## src/hdl/vsc_pkg.sv

```systemverilog
// Shared types and constants for the Vigenere stream cipher core.
// Holds character codes, register indexes and the structs passed between the front,
// the queue and the back. Depends on nothing.
package vsc_pkg;

	// Character codes and alphabet size.
	localparam logic [7:0] CHAR_UP_A = 8'h41;
	localparam logic [7:0] CHAR_UP_Z = 8'h5A;
	localparam logic [7:0] CHAR_LO_A = 8'h61;
	localparam logic [7:0] CHAR_LO_Z = 8'h7A;
	localparam logic [4:0] ALPHABET  = 5'd26;

	// Field and register widths.
	localparam int BYTE_W      = 8;
	localparam int SHIFT_W     = 5;
	localparam int KEY_LEN_W   = 6;
	localparam int KEY_REG_W   = 60;
	localparam int KEY_REGS    = 4;
	localparam int KEY_BITS    = KEY_REG_W * KEY_REGS;
	localparam int REG_INDEX_W = 3;

	// Queue between front and back.
	localparam int QUEUE_DEPTH = 2;
	localparam int QPTR_W      = 1;
	localparam int QCNT_W      = 2;

	// Configuration register indexes.
	typedef enum logic [REG_INDEX_W-1:0] {
		REG_MODE         = 3'd0,
		REG_KEY_LENGTH   = 3'd1,
		REG_KEY_SHIFTS_0 = 3'd2,
		REG_KEY_SHIFTS_1 = 3'd3,
		REG_KEY_SHIFTS_2 = 3'd4,
		REG_KEY_SHIFTS_3 = 3'd5
	} cfg_reg_t;

	// One classified character waiting for the back end.
	typedef struct packed {
		logic [BYTE_W-1:0]  text_byte;
		logic               is_letter;
		logic               is_lower;
		logic [SHIFT_W-1:0] offset;
		logic [SHIFT_W-1:0] shift;
	} queue_entry_t;

	typedef struct packed {
		logic full;
		logic empty;
	} queue_status_t;

	typedef struct packed {
		logic [KEY_LEN_W-1:0] key_position;
	} front_status_t;

endpackage

```

## src/hdl/vsc_stream_if.sv

```systemverilog
// Valid/ready stream interfaces for the text and result channels of the cipher core.
// Depends on vsc_pkg for field widths.
interface vsc_text_if;
	logic                         valid;
	logic                         ready;
	logic [vsc_pkg::BYTE_W-1:0]   text_byte;
	logic                         start_of_message;

	modport source (output valid, output text_byte, output start_of_message, input ready);
	modport sink   (input valid, input text_byte, input start_of_message, output ready);
endinterface

interface vsc_result_if;
	logic                         valid;
	logic                         ready;
	logic [vsc_pkg::BYTE_W-1:0]   result_byte;

	modport source (output valid, output result_byte, input ready);
	modport sink   (input valid, input result_byte, output ready);
endinterface

```

## src/hdl/vigenere_stream_cipher_core.sv

```systemverilog
// Top level of the Vigenere stream cipher core with its configuration registers.
// Depends on vsc_pkg, vsc_stream_if, vsc_front, vsc_queue and vsc_back.
//
// The core takes one text byte per transaction on text_ch and returns one byte per
// transaction on result_ch, at a sustained rate of one byte per clock cycle while the
// output is not stalled. ASCII letters are shifted forward (mode 0) or backward (mode 1)
// by the current key shift, keeping their case; every other byte passes unchanged and
// leaves the key position alone, unless it starts a message or meets a stale position
// left by a shortened key, which both restart it. An accepted byte is written into the
// two-entry queue that parts the classifying front end from the shifting back end, and
// is shifted into the output register as it leaves; its result is valid once it sits
// in that register. The queue lets the input keep flowing for two bytes while the output
// is stalled; beyond that, text_ch.ready drops until a result is taken.
// Configuration is written through write_enable, reg_index and write_data and must only
// change while no byte is in flight.
module vigenere_stream_cipher_core #(
	parameter int KEY_MAX = 48
) (
	input  logic                                  clk,
	input  logic                                  arst_n,
	vsc_text_if.sink                              text_ch,
	vsc_result_if.source                          result_ch,
	input  logic                                  write_enable,
	input  logic [vsc_pkg::REG_INDEX_W-1:0]       reg_index,
	input  logic [vsc_pkg::KEY_REG_W-1:0]         write_data
);

	// Configuration registers. All clear to zero except the key length, which
	// comes out of reset as one.
	logic                               mode_q;
	logic [vsc_pkg::KEY_LEN_W-1:0]      key_length_q;
	logic [vsc_pkg::KEY_REG_W-1:0]      key_shifts_q [vsc_pkg::KEY_REGS];
	logic [vsc_pkg::KEY_BITS-1:0]       key_flat;

	// Links between the front end, the queue and the back end.
	logic                               push;
	logic                               pop;
	vsc_pkg::queue_entry_t              push_entry;
	vsc_pkg::queue_entry_t              head_entry;
	vsc_pkg::queue_status_t             q_status;
	vsc_pkg::front_status_t             f_status;

	always_ff @(posedge clk or negedge arst_n) begin
		if (!arst_n) begin
			mode_q       <= 1'b0;
			key_length_q <= vsc_pkg::KEY_LEN_W'(1);
			for (int i = 0; i < vsc_pkg::KEY_REGS; i++) begin
				key_shifts_q[i] <= '0;
			end
		end else if (write_enable) begin
			unique case (vsc_pkg::cfg_reg_t'(reg_index))
				vsc_pkg::REG_MODE:         mode_q          <= write_data[0];
				vsc_pkg::REG_KEY_LENGTH:   key_length_q    <= write_data[vsc_pkg::KEY_LEN_W-1:0];
				vsc_pkg::REG_KEY_SHIFTS_0: key_shifts_q[0] <= write_data;
				vsc_pkg::REG_KEY_SHIFTS_1: key_shifts_q[1] <= write_data;
				vsc_pkg::REG_KEY_SHIFTS_2: key_shifts_q[2] <= write_data;
				vsc_pkg::REG_KEY_SHIFTS_3: key_shifts_q[3] <= write_data;
				default: begin
					// Writes beyond the register list are dropped.
				end
			endcase
		end
	end

	// Key shift i sits at bits 5*i+4..5*i of this flat vector, so the twelve
	// shifts of each register line up one after the other.
	assign key_flat = {key_shifts_q[3], key_shifts_q[2], key_shifts_q[1], key_shifts_q[0]};

	// The front end classifies each accepted byte and picks its key shift.
	vsc_front #(
		.KEY_MAX (KEY_MAX)
	) u_front (
		.clk        (clk),
		.arst_n     (arst_n),
		.text_ch    (text_ch),
		.key_length (key_length_q),
		.key_flat   (key_flat),
		.q_full     (q_status.full),
		.push       (push),
		.push_entry (push_entry),
		.status     (f_status)
	);

	vsc_queue u_queue (
		.clk        (clk),
		.arst_n     (arst_n),
		.push       (push),
		.push_entry (push_entry),
		.pop        (pop),
		.head_entry (head_entry),
		.status     (q_status)
	);

	// The back end does the modulo-26 shift and owns the output register.
	vsc_back u_back (
		.clk        (clk),
		.arst_n     (arst_n),
		.mode       (mode_q),
		.head_entry (head_entry),
		.q_empty    (q_status.empty),
		.pop        (pop),
		.result_ch  (result_ch)
	);

	// The key position always stays below KEY_MAX, inside the key store.
	assert property (@(posedge clk) disable iff (!arst_n)
		f_status.key_position < vsc_pkg::KEY_LEN_W'(KEY_MAX))
	else $error("key position beyond the key store");

	// The back end never takes an entry from an empty queue.
	assert property (@(posedge clk) disable iff (!arst_n)
		pop |-> !q_status.empty)
	else $error("pop from empty queue");

	// A byte that is not a letter leaves the key position alone, apart from a restart.
	assert property (@(posedge clk) disable iff (!arst_n)
		(push && !push_entry.is_letter) |=>
		(f_status.key_position == '0) || (f_status.key_position == $past(f_status.key_position)))
	else $error("non-letter advanced the key position");

	// A result that is shifted is still a letter, upper or lower case.
	assert property (@(posedge clk) disable iff (!arst_n)
		(pop && head_entry.is_letter) |=>
		((result_ch.result_byte >= vsc_pkg::CHAR_UP_A) && (result_ch.result_byte <= vsc_pkg::CHAR_UP_Z)) ||
		((result_ch.result_byte >= vsc_pkg::CHAR_LO_A) && (result_ch.result_byte <= vsc_pkg::CHAR_LO_Z)))
	else $error("shifted letter left the alphabet");

endmodule

```

## src/hdl/vsc_queue.sv

```systemverilog
// Two-entry queue of classified characters between the front and back ends.
// Depends on vsc_pkg for the entry and status types.
module vsc_queue (
	input  logic                  clk,
	input  logic                  arst_n,
	input  logic                  push,
	input  vsc_pkg::queue_entry_t push_entry,
	input  logic                  pop,
	output vsc_pkg::queue_entry_t head_entry,
	output vsc_pkg::queue_status_t status
);

	vsc_pkg::queue_entry_t              slot_q [vsc_pkg::QUEUE_DEPTH];
	logic [vsc_pkg::QPTR_W-1:0]         wr_ptr_q;
	logic [vsc_pkg::QPTR_W-1:0]         rd_ptr_q;
	logic [vsc_pkg::QCNT_W-1:0]         count_q;

	always_ff @(posedge clk) begin
		if (push) begin
			slot_q[wr_ptr_q] <= push_entry;
		end
	end

	always_ff @(posedge clk or negedge arst_n) begin
		if (!arst_n) begin
			wr_ptr_q <= '0;
			rd_ptr_q <= '0;
			count_q  <= '0;
		end else begin
			if (push) begin
				wr_ptr_q <= wr_ptr_q + vsc_pkg::QPTR_W'(1);
			end
			if (pop) begin
				rd_ptr_q <= rd_ptr_q + vsc_pkg::QPTR_W'(1);
			end
			case ({push, pop})
				2'b10:   count_q <= count_q + vsc_pkg::QCNT_W'(1);
				2'b01:   count_q <= count_q - vsc_pkg::QCNT_W'(1);
				default: count_q <= count_q;
			endcase
		end
	end

	assign head_entry   = slot_q[rd_ptr_q];
	assign status.full  = (count_q == vsc_pkg::QCNT_W'(vsc_pkg::QUEUE_DEPTH));
	assign status.empty = (count_q == '0);

endmodule

```

## src/hdl/vsc_front.sv

```systemverilog
// Front end of the cipher core: accepts text transactions, classifies letters,
// tracks the key position and looks up the key shift. Depends on vsc_pkg and vsc_stream_if.
module vsc_front #(
	parameter int KEY_MAX = 48
) (
	input  logic                                clk,
	input  logic                                arst_n,
	vsc_text_if.sink                            text_ch,
	input  logic [vsc_pkg::KEY_LEN_W-1:0]       key_length,
	input  logic [vsc_pkg::KEY_BITS-1:0]        key_flat,
	input  logic                                q_full,
	output logic                                push,
	output vsc_pkg::queue_entry_t               push_entry,
	output vsc_pkg::front_status_t              status
);

	localparam int KPW = (KEY_MAX > 1) ? $clog2(KEY_MAX) : 1;
	localparam logic [vsc_pkg::KEY_LEN_W-1:0] KEY_MAX_L = vsc_pkg::KEY_LEN_W'(KEY_MAX);

	logic [KPW-1:0]                    kpos_q;
	logic [KPW-1:0]                    pos_use;
	logic [KPW-1:0]                    kpos_d;
	logic [vsc_pkg::KEY_LEN_W-1:0]     eff_len;
	logic [vsc_pkg::KEY_LEN_W-1:0]     pos_next;
	logic [vsc_pkg::SHIFT_W-1:0]       shift_raw;
	logic [vsc_pkg::BYTE_W-1:0]        base;
	logic [vsc_pkg::BYTE_W-1:0]        diff;
	logic                              is_upper;
	logic                              is_lower;

	always_comb begin
		if (key_length == '0) begin
			eff_len = vsc_pkg::KEY_LEN_W'(1);
		end else if (key_length > KEY_MAX_L) begin
			eff_len = KEY_MAX_L;
		end else begin
			eff_len = key_length;
		end

		// A new message, or a stale position left by a shortened key, restarts at the first shift.
		if (text_ch.start_of_message || (vsc_pkg::KEY_LEN_W'(kpos_q) >= eff_len)) begin
			pos_use = '0;
		end else begin
			pos_use = kpos_q;
		end

		shift_raw = key_flat[vsc_pkg::SHIFT_W * int'(pos_use) +: vsc_pkg::SHIFT_W];

		is_upper = (text_ch.text_byte >= vsc_pkg::CHAR_UP_A) &&
		           (text_ch.text_byte <= vsc_pkg::CHAR_UP_Z);
		is_lower = (text_ch.text_byte >= vsc_pkg::CHAR_LO_A) &&
		           (text_ch.text_byte <= vsc_pkg::CHAR_LO_Z);
		base     = is_lower ? vsc_pkg::CHAR_LO_A : vsc_pkg::CHAR_UP_A;
		diff     = text_ch.text_byte - base;

		pos_next = vsc_pkg::KEY_LEN_W'(pos_use) + vsc_pkg::KEY_LEN_W'(1);
		if (is_upper || is_lower) begin
			kpos_d = (pos_next >= eff_len) ? '0 : KPW'(pos_next);
		end else begin
			kpos_d = pos_use;
		end

		push_entry.text_byte = text_ch.text_byte;
		push_entry.is_letter = is_upper || is_lower;
		push_entry.is_lower  = is_lower;
		push_entry.offset    = diff[vsc_pkg::SHIFT_W-1:0];
		push_entry.shift     = (shift_raw >= vsc_pkg::ALPHABET) ?
		                       (shift_raw - vsc_pkg::ALPHABET) : shift_raw;
	end

	assign text_ch.ready = !q_full;
	assign push          = text_ch.valid && !q_full;

	always_ff @(posedge clk or negedge arst_n) begin
		if (!arst_n) begin
			kpos_q <= '0;
		end else if (push) begin
			kpos_q <= kpos_d;
		end
	end

	assign status.key_position = vsc_pkg::KEY_LEN_W'(kpos_q);

endmodule

```

## src/hdl/vsc_back.sv

```systemverilog
// Back end of the cipher core: shifts a queued letter modulo 26, passes any other byte
// unchanged and holds the result in the output register. Depends on vsc_pkg and vsc_stream_if.
module vsc_back (
	input  logic                   clk,
	input  logic                   arst_n,
	input  logic                   mode,
	input  vsc_pkg::queue_entry_t  head_entry,
	input  logic                   q_empty,
	output logic                   pop,
	vsc_result_if.source           result_ch
);

	localparam logic [vsc_pkg::SHIFT_W:0] ALPHA6 = {1'b0, vsc_pkg::ALPHABET};

	logic                              out_valid_q;
	logic [vsc_pkg::BYTE_W-1:0]        result_q;
	logic                              take;
	logic [vsc_pkg::SHIFT_W:0]         sum;
	logic [vsc_pkg::SHIFT_W:0]         wrapped;
	logic [vsc_pkg::BYTE_W-1:0]        base;
	logic [vsc_pkg::BYTE_W-1:0]        result_d;

	always_comb begin
		if (mode) begin
			sum = {1'b0, head_entry.offset} + ALPHA6 - {1'b0, head_entry.shift};
		end else begin
			sum = {1'b0, head_entry.offset} + {1'b0, head_entry.shift};
		end
		wrapped  = (sum >= ALPHA6) ? (sum - ALPHA6) : sum;
		base     = head_entry.is_lower ? vsc_pkg::CHAR_LO_A : vsc_pkg::CHAR_UP_A;
		result_d = head_entry.is_letter ?
		           (base + vsc_pkg::BYTE_W'(wrapped[vsc_pkg::SHIFT_W-1:0])) :
		           head_entry.text_byte;
	end

	assign take = !out_valid_q || result_ch.ready;
	assign pop  = take && !q_empty;

	always_ff @(posedge clk or negedge arst_n) begin
		if (!arst_n) begin
			out_valid_q <= 1'b0;
		end else if (take) begin
			out_valid_q <= !q_empty;
		end
	end

	always_ff @(posedge clk) begin
		if (pop) begin
			result_q <= result_d;
		end
	end

	assign result_ch.valid       = out_valid_q;
	assign result_ch.result_byte = result_q;

endmodule
```

## src/flat_wrapper.sv

```systemverilog
// flat-port wrapper written by rule: the top's interface ports become plain ports
module vigenere_stream_cipher_core_flat 
#(
	parameter int KEY_MAX = 48
)
  (clk, arst_n, write_enable, reg_index, write_data, text_ch_valid, text_ch_text_byte, text_ch_start_of_message, text_ch_ready, result_ch_valid, result_ch_result_byte, result_ch_ready);
  vsc_text_if text_ch_i ();
  vsc_result_if result_ch_i ();
  input  logic clk;
  input  logic arst_n;
  input  logic write_enable;
  input  logic [vsc_pkg::REG_INDEX_W-1:0] reg_index;
  input  logic [vsc_pkg::KEY_REG_W-1:0] write_data;
  input wire logic [$bits(text_ch_i.valid)-1:0] text_ch_valid;
  input wire logic [$bits(text_ch_i.text_byte)-1:0] text_ch_text_byte;
  input wire logic [$bits(text_ch_i.start_of_message)-1:0] text_ch_start_of_message;
  output wire logic [$bits(text_ch_i.ready)-1:0] text_ch_ready;
  output wire logic [$bits(result_ch_i.valid)-1:0] result_ch_valid;
  output wire logic [$bits(result_ch_i.result_byte)-1:0] result_ch_result_byte;
  input wire logic [$bits(result_ch_i.ready)-1:0] result_ch_ready;
  assign text_ch_i.valid = text_ch_valid;
  assign text_ch_i.text_byte = text_ch_text_byte;
  assign text_ch_i.start_of_message = text_ch_start_of_message;
  assign text_ch_ready = text_ch_i.ready;
  assign result_ch_valid = result_ch_i.valid;
  assign result_ch_result_byte = result_ch_i.result_byte;
  assign result_ch_i.ready = result_ch_ready;
  vigenere_stream_cipher_core #(.KEY_MAX(KEY_MAX)) u_core (.clk(clk), .arst_n(arst_n), .text_ch(text_ch_i), .result_ch(result_ch_i), .write_enable(write_enable), .reg_index(reg_index), .write_data(write_data));
endmodule
```

## config.mk

```make
export PLATFORM = sky130hd
export DESIGN_NAME = vigenere_stream_cipher_core_flat
export DESIGN_NICKNAME = d
export VERILOG_FILES = /design/src/hdl/vsc_pkg.sv /design/src/hdl/vsc_stream_if.sv /design/src/hdl/vigenere_stream_cipher_core.sv /design/src/hdl/vsc_queue.sv /design/src/hdl/vsc_front.sv /design/src/hdl/vsc_back.sv /design/src/flat_wrapper.sv
export SDC_FILE = /design/constraint.sdc
export NUM_CORES = 1
export LEC_CHECK = 0
export BUFFER_PORTS_ARGS = -buffer_cell sky130_fd_sc_hd__buf_2
export CORE_MARGIN = 3
export CORE_UTILIZATION = 55
export CTS_CLUSTER_DIAMETER = 200
export DETAILED_ROUTE_END_ITERATION = 12
export PLACE_DENSITY = 0.82
export SETUP_SLACK_MARGIN = 0.4
export SYNTH_ARGS = -nofsm -noshare
export SYNTH_HDL_FRONTEND = slang
export SYNTH_HIERARCHICAL = 1
export SYNTH_SLANG_ARGS = --single-unit
```

## constraint.sdc

```tcl
create_clock -name clk -period 4.2 [get_ports clk]
set_input_delay 0.84 -clock clk [delete_from_list [all_inputs] [get_ports clk]]
set_output_delay 0.84 -clock clk [all_outputs]
set_load 0.1 [all_outputs]
```

# == After elaboration in Yosys (flattened, before gate mapping) ==
# Memory sizes are Yosys's and may differ from the RTL's.
# Cells that the tools add are included.
# totals
register_bits,266
ramBits,40
out_inout_bits,10
n_memories,1
# op_classes
add_sub_neg,12
n_mul,1
magnitude_cmp,9
eq_ne,8
n_shift,1
mux,13
reduce_logical,20
# memory_table
memory,depth,word_bits,rd,rd_ports_with_merged_regs,write_ports,line,rtl
u_core.u_queue.slot_q,2,20,1,0,1,vsc_queue.sv:13,vsc_pkg::queue_entry_t slot_q [vsc_pkg::QUEUE_DEPTH];
# ops
op,count
240-bit by 10-bit indexed part select with 5-bit output,1
6-bit 2-to-1 mux,7
8-bit by 7-bit >= comparator with 1-bit output (second input constant),2
8-bit by 7-bit less-or-equal comparator with 1-bit output (second input constant),2
5-bit subtractor (second input constant),3
6-bit >= comparator,2
2-bit AND reduction,6
5-bit 2-to-1 mux,2
3-bit by 6-bit multiplier with 9-bit output (first input constant),1
7-bit by 5-bit adder with 8-bit output,1
8-bit 2-to-1 mux,1
5-bit by 5-bit adder with 6-bit output,1
5-bit by 5-bit adder with 6-bit output (second input constant),1
6-bit by 1-bit adder with 6-bit output (second input constant),1
3-bit by 2-bit == test with 1-bit output (second input constant),2
3-bit == test (second input constant),2
6-bit by 5-bit >= comparator with 1-bit output (second input constant),1
6-bit greater-than comparator (second input constant),1
6-bit zero test,1
6-bit by 5-bit subtractor with 6-bit output,1
5-bit >= comparator (second input constant),1
2-bit == test (second input constant),2
1-bit logical AND,4
2-bit case mux with 2 select lines,1
11 further kinds,17

# == Longest topological paths before layout ==
# Gate-level depths: netlist of run 1.
# logic_depth
word_depth,10
ltp_mapped,21
depth_no_buf,19

# == Modules after synthesis ==
# The synthesis of run 1 kept the hierarchy.
# modules_own_cells
module,n_inst,cells_each,area_per_inst_um2,seq_area_each_um2
vigenere_stream_cipher_core,1,527,9635.5,6182.2
vsc_front,1,474,3559.7,150.1
vsc_queue,1,78,1627.8,1301.2
vsc_back,1,128,1265.0,265.3

# == Worst setup path after synthesis of run 1 ==
# No wires, ideal clock.
# synth_path
path_kind,flip-flop to flip-flop
start,register u_core/key_length_q[5] in the netlist's numbering
end,register u_core.u_front.kpos_q[3] (netlist: u_core/u_front/status[3])
setup_ns,0.110
arrival_time_ns,3.955
t_required_ns,4.090
slack_ns,0.134
stages_incl_launch_ff,20
synth_period_minus_slack_ns,4.066
path_cell_list,dfrtp_1 nor4_1 nor2_1 o2bb2ai_1 ha_1 nand2b_1 a21oi_4 o21ai_2 inv_2 buf_4 clkbuf_1 ha_1 ha_1 a21o_1 a21o_1 a21o_1 a21oi_1 o21ai_0 nand3b_1 o41ai_1
# synth_between
elab_chain_len,10
elab_cells_between_ends,11
classes_between,1 x add/sub; 3 x order compare; 5 x mux; 2 x reduce/logical
# synth_rtl
element,line,rtl
"start, declared",vigenere_stream_cipher_core.sv:31,logic [vsc_pkg::KEY_LEN_W-1:0] key_length_q;
"start signal, assigned",vigenere_stream_cipher_core.sv:46,key_length_q <= vsc_pkg::KEY_LEN_W'(1);
"start signal, assigned",vigenere_stream_cipher_core.sv:53,vsc_pkg::REG_KEY_LENGTH: key_length_q <= write_data[vsc_pkg::KEY_LEN_W-1:0];
6-bit greater-than comparator,vsc_front.sv:34,end else if (key_length > KEY_MAX_L) begin
6-bit 2-to-1 mux,vsc_front.sv:34,
6-bit 2-to-1 mux *,vsc_front.sv:32,if (key_length == '0) begin
6-bit >= comparator,vsc_front.sv:41,if (text_ch.start_of_message || (vsc_pkg::KEY_LEN_W'(kpos_q) >= eff_len)) begin
1-bit logical OR,vsc_front.sv:41,
6-bit 2-to-1 mux,vsc_front.sv:41,
6-bit by 1-bit adder with 6-bit output,vsc_front.sv:56,pos_next = vsc_pkg::KEY_LEN_W'(pos_use) + vsc_pkg::KEY_LEN_W'(1);
6-bit >= comparator,vsc_front.sv:58,kpos_d = (pos_next >= eff_len) ? '0 : KPW'(pos_next);
6-bit 2-to-1 mux,vsc_front.sv:58,
6-bit 2-to-1 mux *,vsc_front.sv:57,if (is_upper || is_lower) begin
"end signal, assigned",vsc_front.sv:78,kpos_q <= kpos_d;
"end, declared",vsc_front.sv:20,logic [KPW-1:0] kpos_q;
# Every way passes the cells marked *; elsewhere a longest branch is shown, timed or not.
# A chain may end at the register's enable or synchronous reset.

==> impl_results.md, run 1 <==
- Worst-skew pair later-pin latency: 580 ps
- Leak Pwr: 7.851 nW
- Fin. Hold Viols: 0
- Final setup fails: 0
- Worst r2r src: u_core/key_length_q[5]$_DFFE_PN0P_
- Switch share: 37.75%
- Via/cell ratio: 6.392
- Least-Margin Pin Slew: 1179 ps
- Worst setup SP type: flop
- Total Routing Usage GR: 25.50%
- Via count: 11000
- Detailed Routing Iterations Pass 1: 5
- GP Congestion: 0.8956
- Syn Nets: 1320
- First-pass GRT wire length: 62.81 mm
- Peak supply drop: 0.5468 mV
- YS warnings: 6
- Peak per-stage delay on the critical path: 420 ps
- Mapped Cells: 1207
- Power, Total: 13.48 mW
- I/O pins: 87
- Async S/R FF share, synth: 84.31%
- Final HPWL DP: 26.82 mm
- FF+latch count, synth: 306
- Final count of pins violating max slew: 0
- Clock sinks: 306
- Skew final: 17.85 ps
- Starting DRT DRC Count: 1167
- Status: finished clean
- Req. time, crit path: 4520 ps
- Worst hold slack: 279.1 ps
- Largest cells by area after synthesis: dfrtp_1 (40%), mux2_2 (15%), edfxtp_1 (9.0%), mux2_4 (6.3%), mux2i_1 (2.7%)
- Sequential Power Share: 31.3%
- Top cell type's share of synthesized area: 39.98%
- Final wirelength: 41.73 mm
- Crit path launch: u_core/key_length_q[5]$_DFFE_PN0P_
- Syn avg cell area: 13.33 um2
- Most frequent cells in the layout: dfrtp_1 (254), mux2_2 (215), buf_2 (85)
- Power Density: 728.6 nW/um2
- Drt drc: 0
- H-tree depth: 1
- Tcrit/Tclk final: 91.01%
- Initial antenna violation count: 2
- Net Switching: 5.090 mW
- Largest fanout on the critical path: 6
- Yosys top cell by area: dfrtp_1
- Post-synth EDFFs: 48
- Final ANT Viol Nets: 0
- Worst-path clk slew: 70 ps
- Mapped cell area: 16090 um2
- Max-slew headroom: 20.35%
- R2r setup slk: 380 ps
- RSZ-0062 raised after global routing: true
- Max Cap Viol: 0
- Top FF cell, synth: dfrtp_1
- TNS Setup: 0 ps
- Port bufs: 86
- Hold Path Class: in -> async
- Largest net degree at the start of global routing: 100
- CTS tree: done
- Root Buffer: clkbuf_16
- Hold_buf cts: 0
- Maximum clock path buffer count: 3
- Most used cell, CP: buf_4
- Fin crit period: 3822 ps
- Die ar.: 31340 um2
- Setup CP Type: reg -> reg
- Int Pwr: 8.393 mW
- Die height: 177.0 um
- Share of layout cells above drive strength 1: 44.89%
- Gr ovfl total: 0
- Final Net Count: 1429
- Placed insts: 1631
- Crit. End Element: flop
- Netlist cell types: 101
- Core area: 28320 um2
- Area Growth Syn to Fin: 15.02%
- Rows: 61
- Reg-to-reg endpoint: u_core/u_queue/slot_q[1][1]$_DFFE_PP_
- Most common cell after layout, fill and taps aside: dfrtp_1
- CTS buffer count: 31
- Clock power share: 21.2%
- Starting Density: 56.82%
- Setup Slack @ Placement: 135.4 ps
- Combinational power share: 47.5%
- Post-DR wirelength/cell: 24.25 um
- Worst setup margin: 377.7 ps
- Critical path cell sequence: nor4_2 -> nor2_1 -> o2bb2ai_2 -> ha_1 -> nand2b_4 -> a21o_4 -> a21boi_4 -> buf_4 -> clkbuf_16 -> buf_4 -> buf_4 -> a211oi_1 -> a31oi_1 -> a31oi_2 -> o21bai_4 -> o21a_1 -> a21oi_2
- Worst reg2reg path depth: 17
- Crit-path slowest cell: dfrtp_1
- Max Fclk: 0.2616 GHz
- Vias in the first global route: 11020
- Finished Layout Cells: 1721
- CP endpoint: u_core/u_queue/slot_q[1][1]$_DFFE_PP_
- Seq/Total Area, Yosys: 49.10%
- WP data arrival: 4140 ps
- Die W: 177.0 um
==> synthesized netlist by cell type, types with 6 or more instances <==
cell type and n:
edfxtp_1 48, mux2_4 67, clkbuf_1 9, a211o_1 6
o22ai_1 8, mux4_2 8, buf_12 6, o21ai_1 8
a31oi_1 12, nor2_1 30, buf_6 23, buf_4 18
mux2_2 217, a211oi_1 11, a221oi_1 13, xor2_1 8
xnor2_1 10, nand2_1 50, nor3_1 15, o221ai_1 8
ha_1 34, a21o_1 9, o21ai_0 19, nor2b_1 8
dfrtp_1 257, nand2b_1 10, mux2i_1 43, a21oi_1 44
buf_2 19, o31ai_1 7, nand3_1 19, inv_1 35
==> worst min-delay path by stage <==
stage	start	to	slack, ps	cells after the start
6_report	arst_n	u_core/key_flat[50]$_DFFE_PN0P_	280	1
5_1_grt	arst_n	u_core/key_flat[150]$_DFFE_PN0P_	370	1
4_1_cts	arst_n	u_core/key_flat[50]$_DFFE_PN0P_	340	1
3_5_place_dp	u_core/key_flat[56]$_DFFE_PN0P_	u_core/key_flat[56]$_DFFE_PN0P_	480	1
3_3_place_gp	u_core/key_flat[48]$_DFFE_PN0P_	u_core/key_flat[48]$_DFFE_PN0P_	460	1
2_1_floorplan	u_core/key_flat[48]$_DFFE_PN0P_	u_core/key_flat[48]$_DFFE_PN0P_	450	1
==> cell type report <==
cell class | instances | area, um2
clock buffers | 39 | 855.8
inverters | 39 | 153.9
fillers | 1890 | 9812
diodes | 2 | 5.005
repair buffers | 154 | 1099
flip-flops and latches | 306 | 7905
well taps | 378 | 473.0
clock inverters | 19 | 210.2
multi-input cells | 784 | 7802
==> metal layers <==
metal	up-vias	part of all wire (%)	track usage [%]
met5	-	0	0
met4	0	4.3	9.558
met3	149	9.4	5.169
met2	619	46	38.78
met1	5526	40	36.40
li1	4706	-	-
==> logic make-up (layout without fill, tap and decap cells) <==
logic type                 Yosys count  after routing  synth area share (%)
AOI/OAI and AO/OA                  220            220                 10.66
xor gates and xnor gates            18             18                0.9799
adders and majority gates           36             36                 2.893
buffers and inverters              117            251                 5.001
DFF                                306            306                 49.10
muxes                              340            340                 25.60
other                                0              2                     0
and+or+nand+nor                    170            170                 5.771
==> stage by stage <==
stage | instance area (um2) | utilization, %
2_1_floorplan | 16110 | -
3_3_place_gp | 16720 | 59.03
3_5_place_dp | 16720 | 59.03
4_1_cts | 17850 | 63.06
5_1_grt | 18500 | 65.33
6_report | 18500 | 65.35
==> flip-flops by register name, indices dropped and copies added (netlist names) <==
register / flops
u_core/key_flat: 240
u_core/u_queue/slot_q: 40
u_core/u_back/result_ch.result_byte: 8
u_core/key_length_q: 6
u_core/u_front/status: 6
u_core/u_queue/count_q: 2
u_core/mode_q: 1
u_core/u_back/result_ch.valid: 1
u_core/u_queue/rd_ptr_q: 1
u_core/u_queue/wr_ptr_q: 1
==> worst max-delay path: cells and delay by family, from the launching register on <==
family | cells | cell delay, ps
flip-flops | 1 | 420
adder cells (fa/ha/maj) | 1 | 260
AO/OA/AOI/OAI | 9 | 1790
AND/OR/NAND/NOR | 3 | 540
buffers and inverters | 4 | 520
==> power by group through the flow <==
| stage | clock [mW] | combinational [mW] | sequential (mW) |
|---|---|---|---|
| after floorplan | 0 | 3.85 | 4.42 |
| after global placement | 0 | 5.14 | 4.20 |
| after detailed placement | 0 | 5.28 | 4.24 |
| after CTS | 2.89 | 5.38 | 4.20 |
| after global routing | 3.01 | 6.81 | 4.30 |
| final | 2.86 | 6.41 | 4.22 |
==> timing repair <==
action	4_1_cts	5_1_grt
resized for setup	11	79
endpoints found under the setup margin	19	21
buffers inserted	4	24
pin swaps	3	33
gates cloned	0	2
(Power assumes the default switching activity.)
==> inputs of run 2 (changes only) <==
--- a/config.mk
+++ b/config.mk
@@ -5,6 +5,7 @@
 export SDC_FILE = /design/constraint.sdc
 export NUM_CORES = 1
 export LEC_CHECK = 0
+export ABC_AREA = 1
 export BUFFER_PORTS_ARGS = -buffer_cell sky130_fd_sc_hd__buf_2
 export CORE_MARGIN = 3
 export CORE_UTILIZATION = 55
@@ -16,3 +17,4 @@
 export SYNTH_HDL_FRONTEND = slang
 export SYNTH_HIERARCHICAL = 1
 export SYNTH_SLANG_ARGS = --single-unit
+export TNS_END_PERCENT = 20
==> impl_results.md, run 2 <==
- Hold_buf cts: 0 (unchanged)
- Maximum clock path buffer count: 3 (unchanged)
- Final ANT Viol Nets: 0 (unchanged)
- Final HPWL DP: 31.11 mm (+16%)
- Status: finished clean
- Worst setup SP type: flop
- FF+latch count, synth: 306 (unchanged)
- First-pass GRT wire length: 81.36 mm (+30%)
- H-tree depth: 2 (+1)
- Syn avg cell area: 7.534 um2 (-43%)
- WP data arrival: 4190 ps (+50 ps)
- Crit-path slowest cell: dfrtp_1
- Drt drc: 0 (unchanged)
- TNS Setup: 0 ps (unchanged)
- Worst-path clk slew: 60 ps (about the same)
- Via count: 16140 (+47%)
- Initial antenna violation count: 1 (-1)
- Power Density: 718.2 nW/um2 (-1.4%)
- Yosys top cell by area: dfrtp_1
- Area Growth Syn to Fin: 18.81%
- Power, Total: 13.76 mW (+2.0%)
- RSZ-0062 raised after global routing: true
- Sequential Area: 7900 um2 (about the same)
- Detailed Routing Iterations Pass 1: 7 (+2)
- Final count of pins violating max slew: 0 (unchanged)
- GP Congestion: 0.9656 (+7.8%)
- Largest fanout on the critical path: 6 (unchanged)
- Filler Cell Count: 2252 (+19%)
- Total Routing Usage GR: 32.84% (+7.3 points)
- Top cell type's share of synthesized area: 39.89% (-0.087 points)
- Final setup fails: 0 (unchanged)
- Final wirelength: 55.77 mm (+34%)
- Hold Path Class: in -> async
- I/O pins: 87 (unchanged)
- Port bufs: 86 (unchanged)
- CTS buffer count: 34 (+9.7%)
- Req. time, crit path: 4460 ps (-60 ps)
- Peak per-stage delay on the critical path: 410 ps (about the same)
- Clock sinks: 306 (unchanged)
- Vias in the first global route: 15180 (+38%)
- CTS tree: done
- Post-synth top cells: nand2_1 (964), nand3_1 (362), dfrtp_1 (257)
- Largest net degree at the start of global routing: 109 (+9.0%)
- Async S/R FF share, synth: 84.31% (unchanged)
- Mapped cell area: 16120 um2 (+0.22%)
- Most common cell in the netlist: nand2_1
- Rows: 62 (+1.6%)
- Most frequent cells in the layout: nand2_1 (937), nand3_1 (316), dfrtp_1 (256)
- Post-synth EDFFs: 48 (unchanged)
- Largest cells by area after synthesis: dfrtp_1 (40%), nand2_1 (22%), nand3_1 (11%), edfxtp_1 (8.9%), inv_1 (3.7%)
- Critical path cell sequence: nor4_4 -> or2_4 -> nand2_4 -> ha_4 -> nand2_4 -> nand2_4 -> a21oi_4 -> buf_6 -> nand3_4 -> buf_12 -> buf_16 -> o211ai_1 -> nand3_2 -> nand3_2 -> nand3_2 -> nand3_2 -> nand2_2 -> inv_2 -> ha_4 -> or2_1 -> nand2_2 -> buf_4 -> nand3_1 -> nand2_1
- Max Cap Viol: 0 (unchanged)
- Post-DR wirelength/cell: 21.12 um (-13%)
- Least-Margin Pin Slew: 912.2 ps (-266.6 ps)
- Syn Nets: 2253 (+71%)
- Netlist cell types: 46 (-54%)
- Top FF cell, synth: dfrtp_1
- Peak supply drop: 0.3923 mV (-28%)
- YS warnings: 6 (unchanged)
- Root Buffer: clkbuf_16
- Fin crit period: 3929 ps (+106.2 ps)
- Starting Density: 56.02% (-0.79 points)
- Multi-input logic area: 7432 um2 (-4.7%)
- Seq/Total Area, Yosys: 48.99% (-0.11 points)
- Core area: 28780 um2 (+1.6%)
- Tcrit/Tclk final: 93.54% (+2.5 points)
- Fin. Hold Viols: 0 (unchanged)
- Max-slew headroom: 39.19% (+19 points)
- Gr ovfl total: 0 (unchanged)
- Skew final: 24.57 ps (+6.721 ps)
- Final Net Count: 2345 (+64%)
- Die W: 177.2 um (+0.10%)
- Most common cell after layout, fill and taps aside: nand2_1
- Crit. End Element: flop
- R2r setup slk: 270 ps (-110 ps)
- Worst-skew pair later-pin latency: 530 ps (-50 ps)
- Via/cell ratio: 6.111 (-4.4%)
- Setup CP Type: reg -> reg
- Mapped Cells: 2140 (+77%)
- Die ar.: 31410 um2 (+0.21%)
- Starting DRT DRC Count: 2467 (+110%)
- Max reg flops: 240 (unchanged)
- Max Fclk: 0.2545 GHz (-2.7%)
- Most used cell, CP: nand3_2
- Share of layout cells above drive strength 1: 15.56% (-29 points)
- Leak Pwr: 9.959 nW (+27%)
- Worst hold slack: 361.2 ps (+82.06 ps)
- Die height: 177.2 um (+0.10%)
run 2: logic make-up after synthesis:
logic type,Yosys count,share of synthesized area [%]
adder cells (fa/ha/maj),36,2.887
AND/OR/NAND/NOR,1430,37.06
XOR/XNOR,9,0.4889
flip-flops,306,48.99
buffers and inverters,290,7.978
AO/OA/AOI/OAI,69,2.600
run 2: timing repair:
| item | 4_1_cts | 5_1_grt |
|---|---|---|
| pin swaps | 7 | 42 |
| gates cloned | 4 | 8 |
| setup endpoints to repair | 14 | 21 |
| buffers inserted | 15 | 27 |
| gates resized for setup | 32 | 106 |
run 2: path summary, 6_finish.rpt:
kind / to / start / cells past startpoint
worst min-delay path: u_core/key_flat[7]$_DFFE_PN0P_ / arst_n / 1
max in group asynchronous: u_core/key_length_q[0]$_DFFE_PN1P_ / arst_n / 2
worst max register to register: u_core/u_queue/slot_q[1][1]$_DFFE_PP_ / u_core/key_length_q[1]$_DFFE_PN0P_ / 24
min in group clk: u_core/key_flat[45]$_DFFE_PN0P_ / u_core/key_flat[45]$_DFFE_PN0P_ / 2
worst max-delay path: u_core/u_queue/slot_q[1][1]$_DFFE_PP_ / u_core/key_length_q[1]$_DFFE_PN0P_ / 24
worst min register to register: u_core/key_flat[45]$_DFFE_PN0P_ / u_core/key_flat[45]$_DFFE_PN0P_ / 2
run 2: layout make-up:
class	instances	share of cell area, %
well taps	384	2.508
clock inverters	8	0.4507
repair buffers	180	8.517
diodes	1	0.01306
clock buffers	52	5.160
inverters	166	3.312
flip-flops and latches	306	41.24
multi-input cells	1544	38.80
run 2: metal layers:
| layer | part of all wire (%) | GRT usage (%) |
|---|---|---|
| met5 | 0 | 0 |
| met1 | 36 | 42.53 |
| met4 | 6.6 | 15.78 |
| met2 | 45 | 53.16 |
| met3 | 12 | 6.542 |
run 2: power breakdown:
part	total, mW	switching [mW]	internal [mW]
Combinational	6.63	4.32	2.31
Sequential	4.20	0.423	3.77
Clock	2.93	1.23	1.69
run 2: stage by stage:
step,cells,utilization (%),setup WS [ps],instance area (um2)
detailed placement,2526,58.49,-1.990,16830
floorplan,2140,-,406.6,16150
CTS,2605,63.46,411.4,18260
finish,2641,66.56,271.5,19160
global route,2640,66.55,143.9,19150
global placement,2526,58.49,223.0,16830
run 2: worst max-delay path: cells and delay by family, from the launching register on:
kind | cells | cell delay (ps)
simple gates | 15 | 1610
flops | 1 | 410
fa+ha+maj | 2 | 430
compound gates | 2 | 470
buf+inv | 5 | 730
